$ cat src/rtl/core/gfg_pkg.sv
// ----------------------------------------------------------------------------
// gfg_pkg
// Shared widths, register codes and the item record of the grid gradient.
// ----------------------------------------------------------------------------
package gfg_pkg;

   localparam int IDX_W          = 10;
   localparam int SMP_W          = 16;
   localparam int INV_W          = 16;
   localparam int FLD_W          = 32;
   localparam int PROD_W         = 34;
   localparam int MAX_POINTS_DEF = 1024;
   localparam int QUEUE_DEPTH    = 4;
   localparam int CNT_W          = $clog2(QUEUE_DEPTH + 1);
   localparam int CSR_ADDR_W     = 3;
   localparam int CSR_DATA_W     = 32;

   localparam logic [IDX_W-1:0] LAST_RESET = 10'd100;
   localparam logic [INV_W-1:0] INV_RESET  = 16'd8533;

   typedef enum logic [0:0] {
      REG_GRID_LAST   = 1'b0,
      REG_INV_SPACING = 1'b1
   } reg_sel_type;

   typedef enum logic [1:0] {
      JOB_UP   = 2'd0,
      JOB_LAST = 2'd1,
      JOB_DONE = 2'd2
   } job_type;

   typedef logic signed [SMP_W-1:0] sample_type;

   // one accepted sample at (k, m) and every neighbor its results need
   typedef struct packed {
      logic [IDX_W-1:0] row;
      logic [IDX_W-1:0] col;
      logic             job_up;     // result (k-1, m)
      logic             job_last;   // result (n, m-1)
      logic             job_done;   // result (n, n)
      logic             top_row;
      logic             first_col;
      logic             second_col;
      logic             last_col;
      sample_type       above;      // (k-2, m)
      sample_type       left;       // (k-1, m-1)
      sample_type       center;     // (k-1, m)
      sample_type       right;      // (k-1, m+1)
      sample_type       cur;        // (k, m)
      sample_type       cur_p1;     // (k, m-1)
      sample_type       cur_p2;     // (k, m-2)
   } gfg_item_type;

endpackage

$ cat src/rtl/core/gfg_queue.sv
// ----------------------------------------------------------------------------
// gfg_queue
// Short FIFO of item records between front and back.
// ----------------------------------------------------------------------------
module gfg_queue (
   input  logic                          clock,
   input  logic                          reset,
   input  logic                          push,
   input  gfg_pkg::gfg_item_type         push_item,
   input  logic                          pop,
   output logic                          head_valid,
   output gfg_pkg::gfg_item_type         head_item,
   output logic [gfg_pkg::CNT_W-1:0]     count
);

   localparam int PTR_W = $clog2(gfg_pkg::QUEUE_DEPTH);

   gfg_pkg::gfg_item_type     entry_ff [0:gfg_pkg::QUEUE_DEPTH-1];
   logic [PTR_W-1:0]          wr_ptr_ff, wr_ptr_in, rd_ptr_ff, rd_ptr_in;
   logic [gfg_pkg::CNT_W-1:0] count_ff, count_in;

   always_comb begin
      wr_ptr_in = push ? wr_ptr_ff + PTR_W'(1) : wr_ptr_ff;
      rd_ptr_in = pop ? rd_ptr_ff + PTR_W'(1) : rd_ptr_ff;
      count_in  = count_ff;
      if (push && !pop) begin
         count_in = count_ff + gfg_pkg::CNT_W'(1);
      end else if (pop && !push) begin
         count_in = count_ff - gfg_pkg::CNT_W'(1);
      end
   end

   always_ff @(posedge clock) begin
      if (reset) begin
         wr_ptr_ff <= '0;
         rd_ptr_ff <= '0;
         count_ff  <= '0;
      end else begin
         wr_ptr_ff <= wr_ptr_in;
         rd_ptr_ff <= rd_ptr_in;
         count_ff  <= count_in;
      end
   end

   always_ff @(posedge clock) begin
      if (push) begin
         entry_ff[wr_ptr_ff] <= push_item;
      end
   end

   assign head_valid = (count_ff != '0);
   assign head_item  = entry_ff[rd_ptr_ff];
   assign count      = count_ff;

`ifndef SYNTHESIS
   a_no_overflow: assert property (@(posedge clock) disable iff (reset)
      push && !pop |-> count_ff < gfg_pkg::CNT_W'(gfg_pkg::QUEUE_DEPTH))
      else $error("queue overflow");
   a_no_underflow: assert property (@(posedge clock) disable iff (reset)
      pop |-> count_ff != '0)
      else $error("queue underflow");
`endif

endmodule

$ cat config.mk
export PLATFORM = sky130hd
export DESIGN_NAME = gfg_queue
export DESIGN_NICKNAME = d
export VERILOG_FILES = /design/src/rtl/core/gfg_pkg.sv /design/src/rtl/core/gfg_queue.sv
export SDC_FILE = /design/constraint.sdc
export NUM_CORES = 1
export LEC_CHECK = 0
export BUFFER_PORTS_ARGS = -buffer_cell sky130_fd_sc_hd__buf_4
export CORE_MARGIN = 2
export CORE_UTILIZATION = 30
export CTS_CLUSTER_SIZE = 40
export DETAILED_ROUTE_END_ITERATION = 12
export GPL_ROUTABILITY_DRIVEN = 0
export PLACE_DENSITY = 0.49
export SKIP_CTS_REPAIR_TIMING = 1
export SYNTH_ARGS = -nofsm -noshare
export SYNTH_HDL_FRONTEND = slang
export SYNTH_SLANG_ARGS = --single-unit
$ cat constraint.sdc
create_clock -name clock -period 4.78 [get_ports clock]
set_input_delay 0.956 -clock clock [delete_from_list [all_inputs] [get_ports clock]]
set_output_delay 0.956 -clock clock [all_outputs]
set_load 0.1 [all_outputs]
==> key figures, run 1 <==
Floorplanning
  – Placement Rows: 95
  – Die area: 70400 sq um
  – Initial core utilization: 30.4%
  – I/O Pins: 286
  – Core footprint: 67400 sq um
  – Die W: 265 um
  – Die Height: 265 um

Timing
  – Fin. max-slew vios: 0
  – Rel. slew slack: 36.1%
  – Endpoints failing hold: 0
  – Slew @ Worst Pin: 0.958 ns
  – Max Freq: 277 MHz
  – Setup ws final: 1.18 ns
  – Hold Worst Slack: 0.515 ns
  – RSZ-0062 raised after global routing: no
  – Crit share post-route: 75.4%
  – Setup TNS: 0 ns
  – Endpoints failing setup: 0
  – Worst-case clock skew: 0.0175 ns
  – Period minus WS final: 3.60 ns

Pwr
  – LEAKAGE: 8.53 nW
  – P_sw: 3.79 mW
  – Part of the power in the clock network: 35.4%
  – Sequential share of power: 45.1%
  – Power per cell area: 498 nW/um^2
  – PnR Total Power: 12.8 mW
  – Power share of the combinational group: 19.5%
  – Sw frac: 29.6%
  – Int Pwr: 9.01 mW
  – Max IR drop VDD: 357 uV

Synthesis
  – Ys flop type: edfxtp_1
  – FFs w/ async S/R, synth: 0%
  – Area of the mapped netlist: 20500 sq um
  – Yosys warns: 0
  – Post-synth EDFFs: 556
  – Sequential share of the synthesized area: 82.3%
  – Netlist cell types: 20
  – Synthesized flop and latch total: 565
  – Cell count after synthesis: 769
  – Syn nets: 918
  – Syn Area/Cell: 26.6 sq um

Clock tree
  – Worst skew pair latency: 0.60 ns
  – Num Clock Sinks: 565
  – Longest Clk Path Bufs: 3
  – Clk root buf: clkbuf_16
  – Reg clk slew, reported paths: 0.06 ns
  – CTS tree: yes
  – Htree depth: 2
  – Number of buffers created by CTS: 60

Setup path
  – CP max-delay cell: dfxtp_4
  – CP peak stage delay: 0.77 ns
  – Crit-path max FO: 28
  – Startpoint types: flop
  – WS Path Type: reg2out
  – Crit-path leading delay family: flip-flops
  – Worst Path Buf+Inv: 2
  – Critical Path AT: 2.65 ns
  – Cell repeated most along the worst path: buf_4
  – CP Capture Type: output pin
  – CP cell instances: buf_4 -> mux4_2 -> buf_4
  – Crit path required time: 3.82 ns

GRT
  – Largest net degree at the start of global routing: 80
  – First-pass GRT wire length: 65.6 mm
  – GRT Residual Overflow: 0
  – Initial antenna violation count: 1
  – Vias in the first global route: 9946
  – Global Route Usage Sum: 12.5%

Cells and area
  – Filler cells: 6099
  – # diodes: 0
  – Util after Layout: 38.1%
  – Nets@finish: 1257
  – Area of the multi-input gates: 3360 sq um
  – Seq. cell area: 16900 sq um
  – Layout area overhead: 25.4%
  – Commonest non-fill, non-tap cell in the layout: edfxtp_1
  – Most frequent cells in the layout: 556 x edfxtp_1, 300 x buf_4, 139 x mux4_2
  – Post-route design area: 25700 sq um
  – Share of layout cells above drive strength 1: 46.1%
  – Final cell count without fillers: 2028

Route
  – Routed WL per cell: 21.7 um
  – DR DRC count: 0
  – Detailed Route WL: 44.1 mm
  – DR pass1 iterations: 4
  – Initial DRC count: 505
  – Post-route ant nets: 0
  – Vias per cell: 4.52
  – Detailed-route via count: 9165

Placed design
  – Dpl cell area: 23800 sq um
  – HPWL after DPL: 25.9 mm
  – Buffers added on ports: 285
  – DP Cell Count: 1919
  – Pre-CTS setup slack: 1.70 ns

Worst hold path
  – Hold Path Class: reg2reg

Status
  – Status: complete, no violations

Flow run
  – Total of max-cap violations: 0
power by group through the flow:
stage / sequential, mW / combinational [mW] / clock, mW
detailed placement: 5.89 / 2.53 / 0
CTS: 5.78 / 2.53 / 4.69
global placement: 5.88 / 2.53 / 0
finish: 5.78 / 2.49 / 4.54
global route: 5.80 / 2.58 / 4.87
floorplan: 5.90 / 1.91 / 0
synthesized netlist by cell type (2+ instances only):
cell type	instances	share of area, %
inv_1	4	0.073
nor2_1	7	0.13
ha_1	5	0.31
dfxtp_1	9	0.88
clkbuf_1	2	0.037
mux2i_1	2	0.098
buf_6	14	0.77
or3_1	2	0.061
buf_1	2	0.037
buf_4	2	0.073
edfxtp_1	556	81
mux4_2	139	15
xor2_1	3	0.13
and2_1	4	0.12
xnor2_1	2	0.085
buf_2	12	0.29
cell type report:
type	count	share of cell area (%)
inverters	4	0.0584
flip-flops and latches	565	65.7
clock buffers	78	6.19
multi-input cells	168	13.1
well taps	873	4.25
clock inverters	31	1.24
repair buffers	309	9.47
metal layers:
layer  track usage [%]  share of wire [%]  vias up
met5                 0              0.036        -
met4              3.70                2.1        2
met3              3.82                6.9       60
met2              20.5                 49      224
met1              16.0                 42     4871
li1                  -                  -     4008
flip-flops by register name, indices dropped and copies added, names as in the netlist, named ones only:
name       count
entry_ff     556
count          3
rd_ptr_ff      2
wr_ptr_ff      2
kinds of logic after synthesis:
| family | after synthesis | share of synthesized area (%) |
|---|---|---|
| compound gates | 2 | 0.0488 |
| fa+ha+maj | 6 | 0.403 |
| flops | 565 | 82.3 |
| buf+inv | 36 | 1.28 |
| xor+xnor | 5 | 0.214 |
| mux | 141 | 15.4 |
| simple gates | 14 | 0.330 |
path summary, 6_finish.rpt:
check                             from                         end  slack, ns  cells past startpoint
max                               flop               head_item[16]       1.18                      3
min              count[2]$_SDFFE_PP0P_       count[2]$_SDFFE_PP0P_       0.51                      2
max reg2reg  wr_ptr_ff[0]$_SDFFE_PP0P_  entry_ff[2][100]$_DFFE_PP_       2.73                      4
min reg2reg      count[2]$_SDFFE_PP0P_       count[2]$_SDFFE_PP0P_       0.51                      2
worst register-to-register path, cell delays in order (launching register included):
cell and delay (ns):
dfxtp_1 0.35, inv_1 0.10, ha_1 0.15, and2_4 0.38
buf_4 0.65
Power figures use the tool's default switching activity.
==> inputs of run 2 (changes only) <==
Clock period 4.78 ns to 3.3 ns, I/O delays scaled along.
==> key figures, run 2 (synthesis results as in run 1) <==
Cells and area
  – Top reg by flops: entry_ff
  – Share of layout cells above drive strength 1: 47.1%
  – Most frequent cells in the layout: 556 x edfxtp_1, 318 x buf_4, 139 x mux4_2
  – # diodes: 0
  – Seq. cell area: 16900 sq um
  – Nets@finish: 1282
  – Area of the multi-input gates: 3360 sq um
  – Layout area overhead: 26.3%
  – Commonest non-fill, non-tap cell in the layout: edfxtp_1
  – Filler cells: 6069
  – Largest register FFs: 556

Setup path
  – Crit-path max FO: 17
  – Critical Path AT: 2.38 ns
  – Worst flop-to-flop path startpoint: wr_ptr_ff[0]$_SDFFE_PP0P_
  – Cell repeated most along the worst path: buf_12
  – CP max-delay cell: dfxtp_4
  – Crit path depth: 4
  – Crit path required time: 2.64 ns
  – R2R cell count: 3
  – WS Path Type: reg2out
  – Reg2Reg Setup Slack: 1.49 ns
  – Startpoint types: flop
  – Crit-path leading delay family: buffers and inverters
  – CP cell instances: buf_12 -> buf_12 -> mux4_2 -> buf_4
  – CP peak stage delay: 0.53 ns
  – CP Capture Type: output pin
  – Reg2reg end: entry_ff[3][100]$_DFFE_PP_
  – Worst Path Buf+Inv: 3

Floorplanning
  – Initial core utilization: 30.4%
  – Placement Rows: 95
  – Core footprint: 67400 sq um
  – Die W: 265 um
  – Die Height: 265 um
  – I/O Pins: 286
  – Die area: 70400 sq um

Route
  – Initial DRC count: 643
  – DR DRC count: 0
  – Post-route ant nets: 0
  – Detailed Route WL: 43.9 mm
  – Detailed-route via count: 9259
  – DR pass1 iterations: 4
  – Vias per cell: 4.52
  – Routed WL per cell: 21.4 um

Placed design
  – Buffers added on ports: 285
  – HPWL after DPL: 27.5 mm

GRT
  – Vias in the first global route: 10159
  – Initial antenna violation count: 2
  – Largest net degree at the start of global routing: 54
  – First-pass GRT wire length: 65.1 mm
  – GRT Residual Overflow: 0
  – Global Route Usage Sum: 12.4%

Timing
  – Endpoints failing setup: 0
  – Fin. max-slew vios: 0
  – Period minus WS final: 3.04 ns
  – Worst-case clock skew: 0.0120 ns
  – Max Freq: 329 MHz
  – Rel. slew slack: 55.6%
  – RSZ-0062 raised after global routing: no
  – Crit share post-route: 92.1%
  – Setup TNS: 0 ns
  – Slew @ Worst Pin: 0.667 ns
  – Endpoints failing hold: 0

Clock tree
  – Num Clock Sinks: 565
  – Number of buffers created by CTS: 59
  – Reg clk slew, reported paths: 0.06 ns
  – Longest Clk Path Bufs: 3
  – Htree depth: 2
  – Clk root buf: clkbuf_16
  – Worst skew pair latency: 0.60 ns
  – CTS tree: yes

Pwr
  – LEAKAGE: 8.62 nW
  – Max IR drop VDD: 407 uV
  – Power per cell area: 704 nW/um^2
  – PnR Total Power: 18.2 mW

Worst hold path
  – Hold_sp: push_item[97]
  – Hold Path Depth: 1
  – Hold Path Class: in2reg
  – Hold EP: entry_ff[0][97]$_DFFE_PP_

Flow run
  – Total of max-cap violations: 0

Status
  – Status: complete, no violations
==> run 2: cell count changes in the layout (fill, tap and decap cells not counted), moves of 3 or more <==
cell        before  now
clkinv_2         8    5
clkinvlp_4       1    4
bufinv_16        7    3
buf_4          300  318
buf_12           9   17
==> run 2: how the worst max path moves through the flow <==
stage	slack (ns)	from	to
2_1_floorplan	0.49	push	entry_ff[1][0]$_DFFE_PP_
3_3_place_gp	0.81	flop	head_item[68]
3_5_place_dp	0.81	flop	head_item[75]
4_1_cts	0.14	flop	head_item[75]
5_1_grt	0.08	flop	head_item[114]
6_report	0.26	flop	head_item[114]
==> run 2: area by class of cell <==
class / instances / area share, %
inverters: 4 / 0.0580
clock inverters: 26 / 0.783
well taps: 873 / 4.22
repair buffers: 335 / 10.5
multi-input cells: 168 / 13.0
flip-flops and latches: 565 / 65.2
clock buffers: 79 / 6.16
==> run 2: power by group <==
group          leakage (nW)  switching (mW)  internal [mW]  total, mW
Sequential             5.18          0.0948           8.25       8.34
Clock                 0.860            2.59           3.59       6.18
Combinational          2.58            2.74          0.948       3.69
==> run 2: stage by stage <==
stage	util (%)	cell area (sq um)	std cells	hold WS, ns	setup slack [ns]
final	38.4	25900	2050	0.264	0.260
after global routing	38.4	25900	2050	0.218	0.0820
after CTS	38.4	25900	2050	0.209	0.144
after detailed placement	35.7	24100	1945	0.505	0.807
after global placement	35.7	24100	1945	0.500	0.814
after floorplan	-	20500	769	0.485	0.489
==> run 2: worst register-to-register path: stages (launching register included) <==
cell and delay (ns):
dfxtp_1 0.39, ha_1 0.17, and2_4 0.58, buf_4 0.38
==> run 2: routing by layer <==
layer / vias to the layer above / GRT usage [%] / part of all wire, %
met5: - / 0 / 0.055
met4: 4 / 3.04 / 1.9
met3: 66 / 3.74 / 6.5
met2: 217 / 21.0 / 51
met1: 4915 / 15.6 / 41
li1: 4057 / - / -
