[config.mk]
export PLATFORM = sky130hd
export DESIGN_NAME = gfg_back_flat
export DESIGN_NICKNAME = d
export VERILOG_FILES = /design/src/rtl/core/gfg_pkg.sv /design/src/rtl/core/gfg_rsp_if.sv /design/src/rtl/core/gfg_back.sv /design/src/flat_wrapper.sv
export SDC_FILE = /design/constraint.sdc
export NUM_CORES = 2
export LEC_CHECK = 0
export BUFFER_PORTS_ARGS = -buffer_cell sky130_fd_sc_hd__buf_2
export CORE_MARGIN = 2
export CORE_UTILIZATION = 30
export DETAILED_ROUTE_END_ITERATION = 8
export PLACE_DENSITY = 0.46
export SYNTH_ARGS = -nofsm -noshare
export SYNTH_HDL_FRONTEND = slang
export SYNTH_SLANG_ARGS = --single-unit
export TNS_END_PERCENT = 5
[constraint.sdc]
create_clock -name clock -period 7.9 [get_ports clock]
set_clock_uncertainty 0.2 [all_clocks]
set_input_delay 0.79 -clock clock [delete_from_list [all_inputs] [get_ports clock]]
set_output_delay 0.79 -clock clock [all_outputs]
set_load 0.01 [all_outputs]
[src/rtl/core/gfg_pkg.sv]
// ----------------------------------------------------------------------------
// gfg_pkg
// Shared widths, register codes and the item record of the grid gradient.
// ----------------------------------------------------------------------------
package gfg_pkg;

   localparam int IDX_W          = 10;
   localparam int SMP_W          = 16;
   localparam int INV_W          = 16;
   localparam int FLD_W          = 32;
   localparam int PROD_W         = 34;
   localparam int MAX_POINTS_DEF = 1024;
   localparam int QUEUE_DEPTH    = 4;
   localparam int CNT_W          = $clog2(QUEUE_DEPTH + 1);
   localparam int CSR_ADDR_W     = 3;
   localparam int CSR_DATA_W     = 32;

   localparam logic [IDX_W-1:0] LAST_RESET = 10'd100;
   localparam logic [INV_W-1:0] INV_RESET  = 16'd8533;

   typedef enum logic [0:0] {
      REG_GRID_LAST   = 1'b0,
      REG_INV_SPACING = 1'b1
   } reg_sel_type;

   typedef enum logic [1:0] {
      JOB_UP   = 2'd0,
      JOB_LAST = 2'd1,
      JOB_DONE = 2'd2
   } job_type;

   typedef logic signed [SMP_W-1:0] sample_type;

   // one accepted sample at (k, m) and every neighbor its results need
   typedef struct packed {
      logic [IDX_W-1:0] row;
      logic [IDX_W-1:0] col;
      logic             job_up;     // result (k-1, m)
      logic             job_last;   // result (n, m-1)
      logic             job_done;   // result (n, n)
      logic             top_row;
      logic             first_col;
      logic             second_col;
      logic             last_col;
      sample_type       above;      // (k-2, m)
      sample_type       left;       // (k-1, m-1)
      sample_type       center;     // (k-1, m)
      sample_type       right;      // (k-1, m+1)
      sample_type       cur;        // (k, m)
      sample_type       cur_p1;     // (k, m-1)
      sample_type       cur_p2;     // (k, m-2)
   } gfg_item_type;

endpackage

[src/rtl/core/gfg_rsp_if.sv]
// ----------------------------------------------------------------------------
// gfg_rsp_if
// Result channel: one field vector per beat.
// ----------------------------------------------------------------------------
interface gfg_rsp_if;
   logic                                valid;
   logic                                ready;
   logic        [gfg_pkg::IDX_W-1:0]    row_index;
   logic        [gfg_pkg::IDX_W-1:0]    col_index;
   logic signed [gfg_pkg::FLD_W-1:0]    field_x;
   logic signed [gfg_pkg::FLD_W-1:0]    field_y;
   logic                                grid_done;

   modport source (output valid, output row_index, output col_index, output field_x,
                   output field_y, output grid_done, input ready);
   modport sink   (input valid, input row_index, input col_index, input field_x,
                   input field_y, input grid_done, output ready);
endinterface

[src/rtl/core/gfg_back.sv]
// ----------------------------------------------------------------------------
// gfg_back
// Expands each record into its results: difference, scale, round and
// saturate, then the result register.
// ----------------------------------------------------------------------------
module gfg_back (
   input  logic                          clock,
   input  logic                          reset,
   input  logic [gfg_pkg::INV_W-1:0]     inv_spacing,
   input  logic                          head_valid,
   input  gfg_pkg::gfg_item_type         head_item,
   output logic                          pop,
   gfg_rsp_if.source                     rsp_bus
);

   localparam int IDX_W  = gfg_pkg::IDX_W;
   localparam int SMP_W  = gfg_pkg::SMP_W;
   localparam int PROD_W = gfg_pkg::PROD_W;
   localparam int FLD_W  = gfg_pkg::FLD_W;

   typedef struct packed {
      logic [IDX_W-1:0]        row;
      logic [IDX_W-1:0]        col;
      logic signed [SMP_W:0]   diff_x;
      logic signed [SMP_W:0]   diff_y;
      logic                    halve_x;
      logic                    halve_y;
      logic                    done;
   } diff_type;

   typedef struct packed {
      logic [IDX_W-1:0]        row;
      logic [IDX_W-1:0]        col;
      logic signed [PROD_W-1:0] prod_x;
      logic signed [PROD_W-1:0] prod_y;
      logic                    halve_x;
      logic                    halve_y;
      logic                    done;
   } prod_type;

   function automatic logic [FLD_W-1:0] scale_sat(input logic signed [PROD_W-1:0] p,
                                                  input logic halve);
      logic              neg;
      logic [PROD_W-1:0] mag;
      logic [PROD_W-1:0] rnd;
      logic [FLD_W-1:0]  res;
      neg = p[PROD_W-1];
      mag = neg ? PROD_W'(-p) : PROD_W'(p);
      rnd = halve ? ((mag + PROD_W'(1)) >> 1) : mag;
      if (neg) begin
         if (rnd > PROD_W'(64'h8000_0000)) begin
            res = 32'h8000_0000;
         end else begin
            res = FLD_W'(PROD_W'(0) - rnd);
         end
      end else begin
         if (rnd > PROD_W'(64'h7FFF_FFFF)) begin
            res = 32'h7FFF_FFFF;
         end else begin
            res = FLD_W'(rnd);
         end
      end
      return res;
   endfunction

   logic [2:0]           jobs, pend, sel_mask, done_ff, done_in;
   gfg_pkg::job_type     job;
   logic                 issue, o_en, m_en, d_en;
   gfg_pkg::sample_type  ax, bx, ay, by;
   logic                 hx, hy;
   diff_type             d_ff, d_in;
   prod_type             m_ff, m_in;
   logic                 d_valid_ff, m_valid_ff, o_valid_ff;
   logic [IDX_W-1:0]     o_row_ff, o_col_ff;
   logic [FLD_W-1:0]     o_fx_ff, o_fy_ff;
   logic                 o_done_ff;

   assign o_en = !o_valid_ff || rsp_bus.ready;
   assign m_en = !m_valid_ff || o_en;
   assign d_en = !d_valid_ff || m_en;

   assign jobs = {head_item.job_done, head_item.job_last, head_item.job_up};
   assign pend = jobs & ~done_ff;

   always_comb begin
      if (pend[0]) begin
         job      = gfg_pkg::JOB_UP;
         sel_mask = 3'b001;
      end else if (pend[1]) begin
         job      = gfg_pkg::JOB_LAST;
         sel_mask = 3'b010;
      end else begin
         job      = gfg_pkg::JOB_DONE;
         sel_mask = 3'b100;
      end
   end

   assign issue = head_valid && d_en;
   assign pop   = issue && ((pend & ~sel_mask) == 3'b000);

   always_comb begin
      done_in = done_ff;
      if (pop) begin
         done_in = 3'b000;
      end else if (issue) begin
         done_in = done_ff | sel_mask;
      end
   end

   always_comb begin
      d_in.row  = head_item.row;
      d_in.col  = head_item.col;
      d_in.done = 1'b0;
      ax = head_item.center;
      bx = head_item.cur;
      ay = head_item.cur_p1;
      by = head_item.cur;
      hx = 1'b0;
      hy = 1'b0;
      case (job)
         gfg_pkg::JOB_UP: begin
            d_in.row = head_item.row - IDX_W'(1);
            if (!head_item.top_row) begin
               ax = head_item.above;
               hx = 1'b1;
            end
            if (head_item.first_col) begin
               ay = head_item.center;
               by = head_item.right;
            end else if (head_item.last_col) begin
               ay = head_item.left;
               by = head_item.center;
            end else begin
               ay = head_item.left;
               by = head_item.right;
               hy = 1'b1;
            end
         end
         gfg_pkg::JOB_LAST: begin
            d_in.col = head_item.col - IDX_W'(1);
            ax = head_item.left;
            bx = head_item.cur_p1;
            if (!head_item.second_col) begin
               ay = head_item.cur_p2;
               hy = 1'b1;
            end
         end
         gfg_pkg::JOB_DONE: begin
            d_in.done = 1'b1;
         end
         default: begin
            d_in.done = 1'b0;
         end
      endcase
      d_in.diff_x  = {ax[SMP_W-1], ax} - {bx[SMP_W-1], bx};
      d_in.diff_y  = {ay[SMP_W-1], ay} - {by[SMP_W-1], by};
      d_in.halve_x = hx;
      d_in.halve_y = hy;
   end

   always_comb begin
      m_in.row     = d_ff.row;
      m_in.col     = d_ff.col;
      m_in.prod_x  = d_ff.diff_x * $signed({1'b0, inv_spacing});
      m_in.prod_y  = d_ff.diff_y * $signed({1'b0, inv_spacing});
      m_in.halve_x = d_ff.halve_x;
      m_in.halve_y = d_ff.halve_y;
      m_in.done    = d_ff.done;
   end

   always_ff @(posedge clock) begin
      if (reset) begin
         done_ff    <= 3'b000;
         d_valid_ff <= 1'b0;
         m_valid_ff <= 1'b0;
         o_valid_ff <= 1'b0;
      end else begin
         done_ff <= done_in;
         if (d_en) begin
            d_valid_ff <= head_valid;
         end
         if (m_en) begin
            m_valid_ff <= d_valid_ff;
         end
         if (o_en) begin
            o_valid_ff <= m_valid_ff;
         end
      end
   end

   always_ff @(posedge clock) begin
      if (issue) begin
         d_ff <= d_in;
      end
      if (m_en && d_valid_ff) begin
         m_ff <= m_in;
      end
      if (o_en && m_valid_ff) begin
         o_row_ff  <= m_ff.row;
         o_col_ff  <= m_ff.col;
         o_fx_ff   <= scale_sat(m_ff.prod_x, m_ff.halve_x);
         o_fy_ff   <= scale_sat(m_ff.prod_y, m_ff.halve_y);
         o_done_ff <= m_ff.done;
      end
   end

   assign rsp_bus.valid     = o_valid_ff;
   assign rsp_bus.row_index = o_row_ff;
   assign rsp_bus.col_index = o_col_ff;
   assign rsp_bus.field_x   = o_fx_ff;
   assign rsp_bus.field_y   = o_fy_ff;
   assign rsp_bus.grid_done = o_done_ff;

`ifndef SYNTHESIS
   a_done_on_diagonal: assert property (@(posedge clock) disable iff (reset)
      o_valid_ff && o_done_ff |-> o_row_ff == o_col_ff)
      else $error("grid_done off the final point");
`endif

endmodule

[src/flat_wrapper.sv]
// flat-port wrapper written by rule: the top's interface ports become plain ports
module gfg_back_flat 
  (clock, reset, inv_spacing, head_valid, head_item, pop, rsp_bus_valid, rsp_bus_row_index, rsp_bus_col_index, rsp_bus_field_x, rsp_bus_field_y, rsp_bus_grid_done, rsp_bus_ready);
  gfg_rsp_if rsp_bus_i ();
  input  logic clock;
  input  logic reset;
  input  logic [gfg_pkg::INV_W-1:0] inv_spacing;
  input  logic head_valid;
  input  gfg_pkg::gfg_item_type head_item;
  output logic pop;
  output wire logic [$bits(rsp_bus_i.valid)-1:0] rsp_bus_valid;
  output wire logic [$bits(rsp_bus_i.row_index)-1:0] rsp_bus_row_index;
  output wire logic [$bits(rsp_bus_i.col_index)-1:0] rsp_bus_col_index;
  output wire logic [$bits(rsp_bus_i.field_x)-1:0] rsp_bus_field_x;
  output wire logic [$bits(rsp_bus_i.field_y)-1:0] rsp_bus_field_y;
  output wire logic [$bits(rsp_bus_i.grid_done)-1:0] rsp_bus_grid_done;
  input wire logic [$bits(rsp_bus_i.ready)-1:0] rsp_bus_ready;
  assign rsp_bus_valid = rsp_bus_i.valid;
  assign rsp_bus_row_index = rsp_bus_i.row_index;
  assign rsp_bus_col_index = rsp_bus_i.col_index;
  assign rsp_bus_field_x = rsp_bus_i.field_x;
  assign rsp_bus_field_y = rsp_bus_i.field_y;
  assign rsp_bus_grid_done = rsp_bus_i.grid_done;
  assign rsp_bus_i.ready = rsp_bus_ready;
  gfg_back u_core (.clock(clock), .reset(reset), .inv_spacing(inv_spacing), .head_valid(head_valid), .head_item(head_item), .pop(pop), .rsp_bus(rsp_bus_i));
endmodule
==> results by group <==
Outcome
  – Status: finished, final reports clean

Placement
  – DP HPWL: just over 90 mm
  – RePlAce Congestion: about 0.92
  – Post-Place Cell Area: between 40000 and 50000 µm²
  – Pre-CTS setup slack: slightly above 200 ps
  – Port bufs: 245

Global routing
  – Number of global-route vias before repair: 31020
  – GR Overflow Total: 0
  – GRT Overall Usage: 17.11%
  – Largest net degree at the start of global routing: 82
  – Initial antenna violation count: 17
  – First-pass GRT wire length: 179.4 mm

Critical path
  – Crit-path max FO: 16
  – CP endpoint kind: flip-flop
  – CP Class: flip-flop to flip-flop
  – Worst EP arrival: 7410 ps
  – Crit path required time: roughly 8000 ps
  – Startpoint Class: flip-flop

Die
  – IO Count: between 200 and 250
  – Rows: 132
  – Total core area: about 130000 µm²
  – Initial Util: 30.18%
  – DIE WIDTH: between 300 and 400 µm
  – Die area: around 130000 µm²
  – Die height: approximately 360 µm

Final layout
  – Area grow syn2layout: 11.60%
  – Fin area: ~44000 µm²
  – Filler cell count: 13570
  – Fraction of layout cells with a size suffix above 1: 10.48%
  – Nets: about 5400

Route
  – Number of remaining DRC errors: 0
  – Routed Antenna Nets: 0
  – Drt pass-1 iters: 8
  – DR WL/cell: 17.96 µm
  – DR iter-0 viols: ~2000
  – Final wirelength: 112.8 mm
  – Via count: between 30000 and 40000
  – DR vias/cell: just under 5

Timing
  – Min Tclk post-route: 7278 ps
  – Final number of setup-violating endpoints: 0
  – Final WS setup: ~620 ps
  – Setup TNS: 0 ps
  – Worst rel slew slack: 20.64%
  – Worst-margin pin slew: 1180 ps
  – Tcrit/Tclk final: between 90% and 100%
  – Unrepaired setup endpoints after global routing: no
  – Slew Limit Fails: 0
  – Fmax: 137.4 MHz
  – Final hold viol count: 0

Synth
  – Average size of a mapped cell: approximately 9 µm²
  – Syn nets: around 5300
  – Register area share after synthesis: between 10% and 20%
  – Mapped Cells: approximately 4300
  – Count of cell types in the netlist: 93
  – Yosys reg bits: approximately 240
  – YS warnings: 0
  – Synth Flop Type: edfxtp_1
  – Post-synth EDFFs: between 200 and 250
  – Ys async rst share: 0%
  – Synth Cell Area: around 40000 µm²

Clock tree
  – H-tree levels: 2
  – CTS tree: built
  – Reg clk slew, reported paths: about 70 ps
  – Worst-case clock buffer depth: 3
  – Clock Latency Late Sink: between 500 and 600 ps
  – Post-CTS Resized: 0
  – Hold_buf cts: 0
  – CTS root buffer: clkbuf_16
  – Clock sink count: approximately 240
  – Post-CTS setup repair buffer count: 0
  – CTS buffer count: 34

Worst hold path
  – HP Class: flip-flop to flip-flop

Job
  – Max cap viols: 0
per-layer routing:
layer / GRT usage (%) / wire [µm] / vias up
li1: - / - / 14750
met4: 4.878 / 3210 / 22
met1: 24.19 / 53740 / 15160
met2: 26.44 / 49230 / 727
met3: 3.345 / 6439 / 141
met5: 0 / 142 / -
flip-flops by register name (all words and copies together) (netlist names), 3 cells and up:
register / cells
u_core.d_ff: 57
u_core.done_ff: 3
u_core.m_ff: 91
u_core.rsp_bus.col_index: 10
u_core.rsp_bus.field_x: 32
u_core.rsp_bus.field_y: 32
u_core.rsp_bus.row_index: 10
worst max-delay path, stage by stage, from the launching register on:
cell and delay, ps:
edfxtp_1 700, and2_1 320, fa_1 530, inv_1 50
fa_1 490, fa_1 510, inv_1 50, fa_1 480
fa_1 550, inv_1 50, fa_1 520, inv_1 40
ha_1 350, a21o_1 200, a21oi_1 230, o22ai_1 130
or3_1 390, a31oi_1 350, o31ai_1 180, a21oi_1 230
a21oi_1 120, a21boi_0 240, xnor2_1 100
path summary, 6_finish.rpt:
kind                                       from                          end  slack (ps)  depth (start not counted)
worst max-delay path            u_core.d_ff[27]              u_core.m_ff[69]         620                         22
worst max register to register  u_core.d_ff[27]              u_core.m_ff[69]         620                         22
worst min register to register  u_core.m_ff[81]  u_core.rsp_bus.row_index[0]         210                          0
worst min-delay path            u_core.m_ff[81]  u_core.rsp_bus.row_index[0]         210                          0
cell usage after synthesis (all sizes together), types with 68 or more instances:
cell	number	area share (%)
nor3	68	0.87
xnor2	119	2.7
nor2	208	2.0
nand3	75	0.96
a21oi	141	1.8
ha	216	6.9
fa	560	29
edfxtp	233	18
o21ai	98	1.3
clkbuf	173	1.7
nand2	516	5.0
inv	774	7.4
and2	239	3.8
through the flow:
stage                     instances  hold WS, ps  util [%]
final                          6279        212.5     33.68
after global routing           6277        212.9     33.68
after CTS                      6276        191.7     33.68
after detailed placement       6217        204.5     32.75
after global placement         6217        200.8     32.75
after floorplan                4343        200.3         -
placed cells by master, fill, tap and decap left out, types with 40 or more instances in the layout:
cell,n
edfxtp_1,233
buf_4,91
nor2_1,208
a21o_1,46
nor2b_1,45
a21oi_1,141
nor4_1,40
nand3_1,75
xnor2_1,119
o21ai_0,95
a211oi_1,52
ha_1,216
nand2_1,516
nor3_1,68
buf_2,245
xor2_1,55
mux2i_1,46
fa_1,560
and2_1,238
inv_1,774
kinds of logic after synthesis:
logic type | synth area share [%]
xor gates and xnor gates | 3.962
muxes | 1.468
buffers and inverters | 9.527
DFF | 18.23
and+or+nand+nor | 18.33
AOI/OAI and AO/OA | 12.83
adders and majority gates | 35.65
cell type report:
| type | instances | area (µm²) | area share, % |
|---|---|---|---|
| clock buffers | 39 | 900.9 | 2.068 |
| clock inverters | 20 | 294.0 | 0.6750 |
| inverters | 775 | 2909 | 6.679 |
| flip-flops and latches | 239 | 7117 | 16.34 |
| repair buffers | 336 | 1909 | 4.383 |
| well taps | 1742 | 2180 | 5.004 |
| multi-input cells | 3125 | 28240 | 64.83 |
| diodes | 3 | 7.507 | 0.01723 |
Power is not shown: default switching activity piles up to over one toggle a cycle in this logic, so the estimate is an artifact.
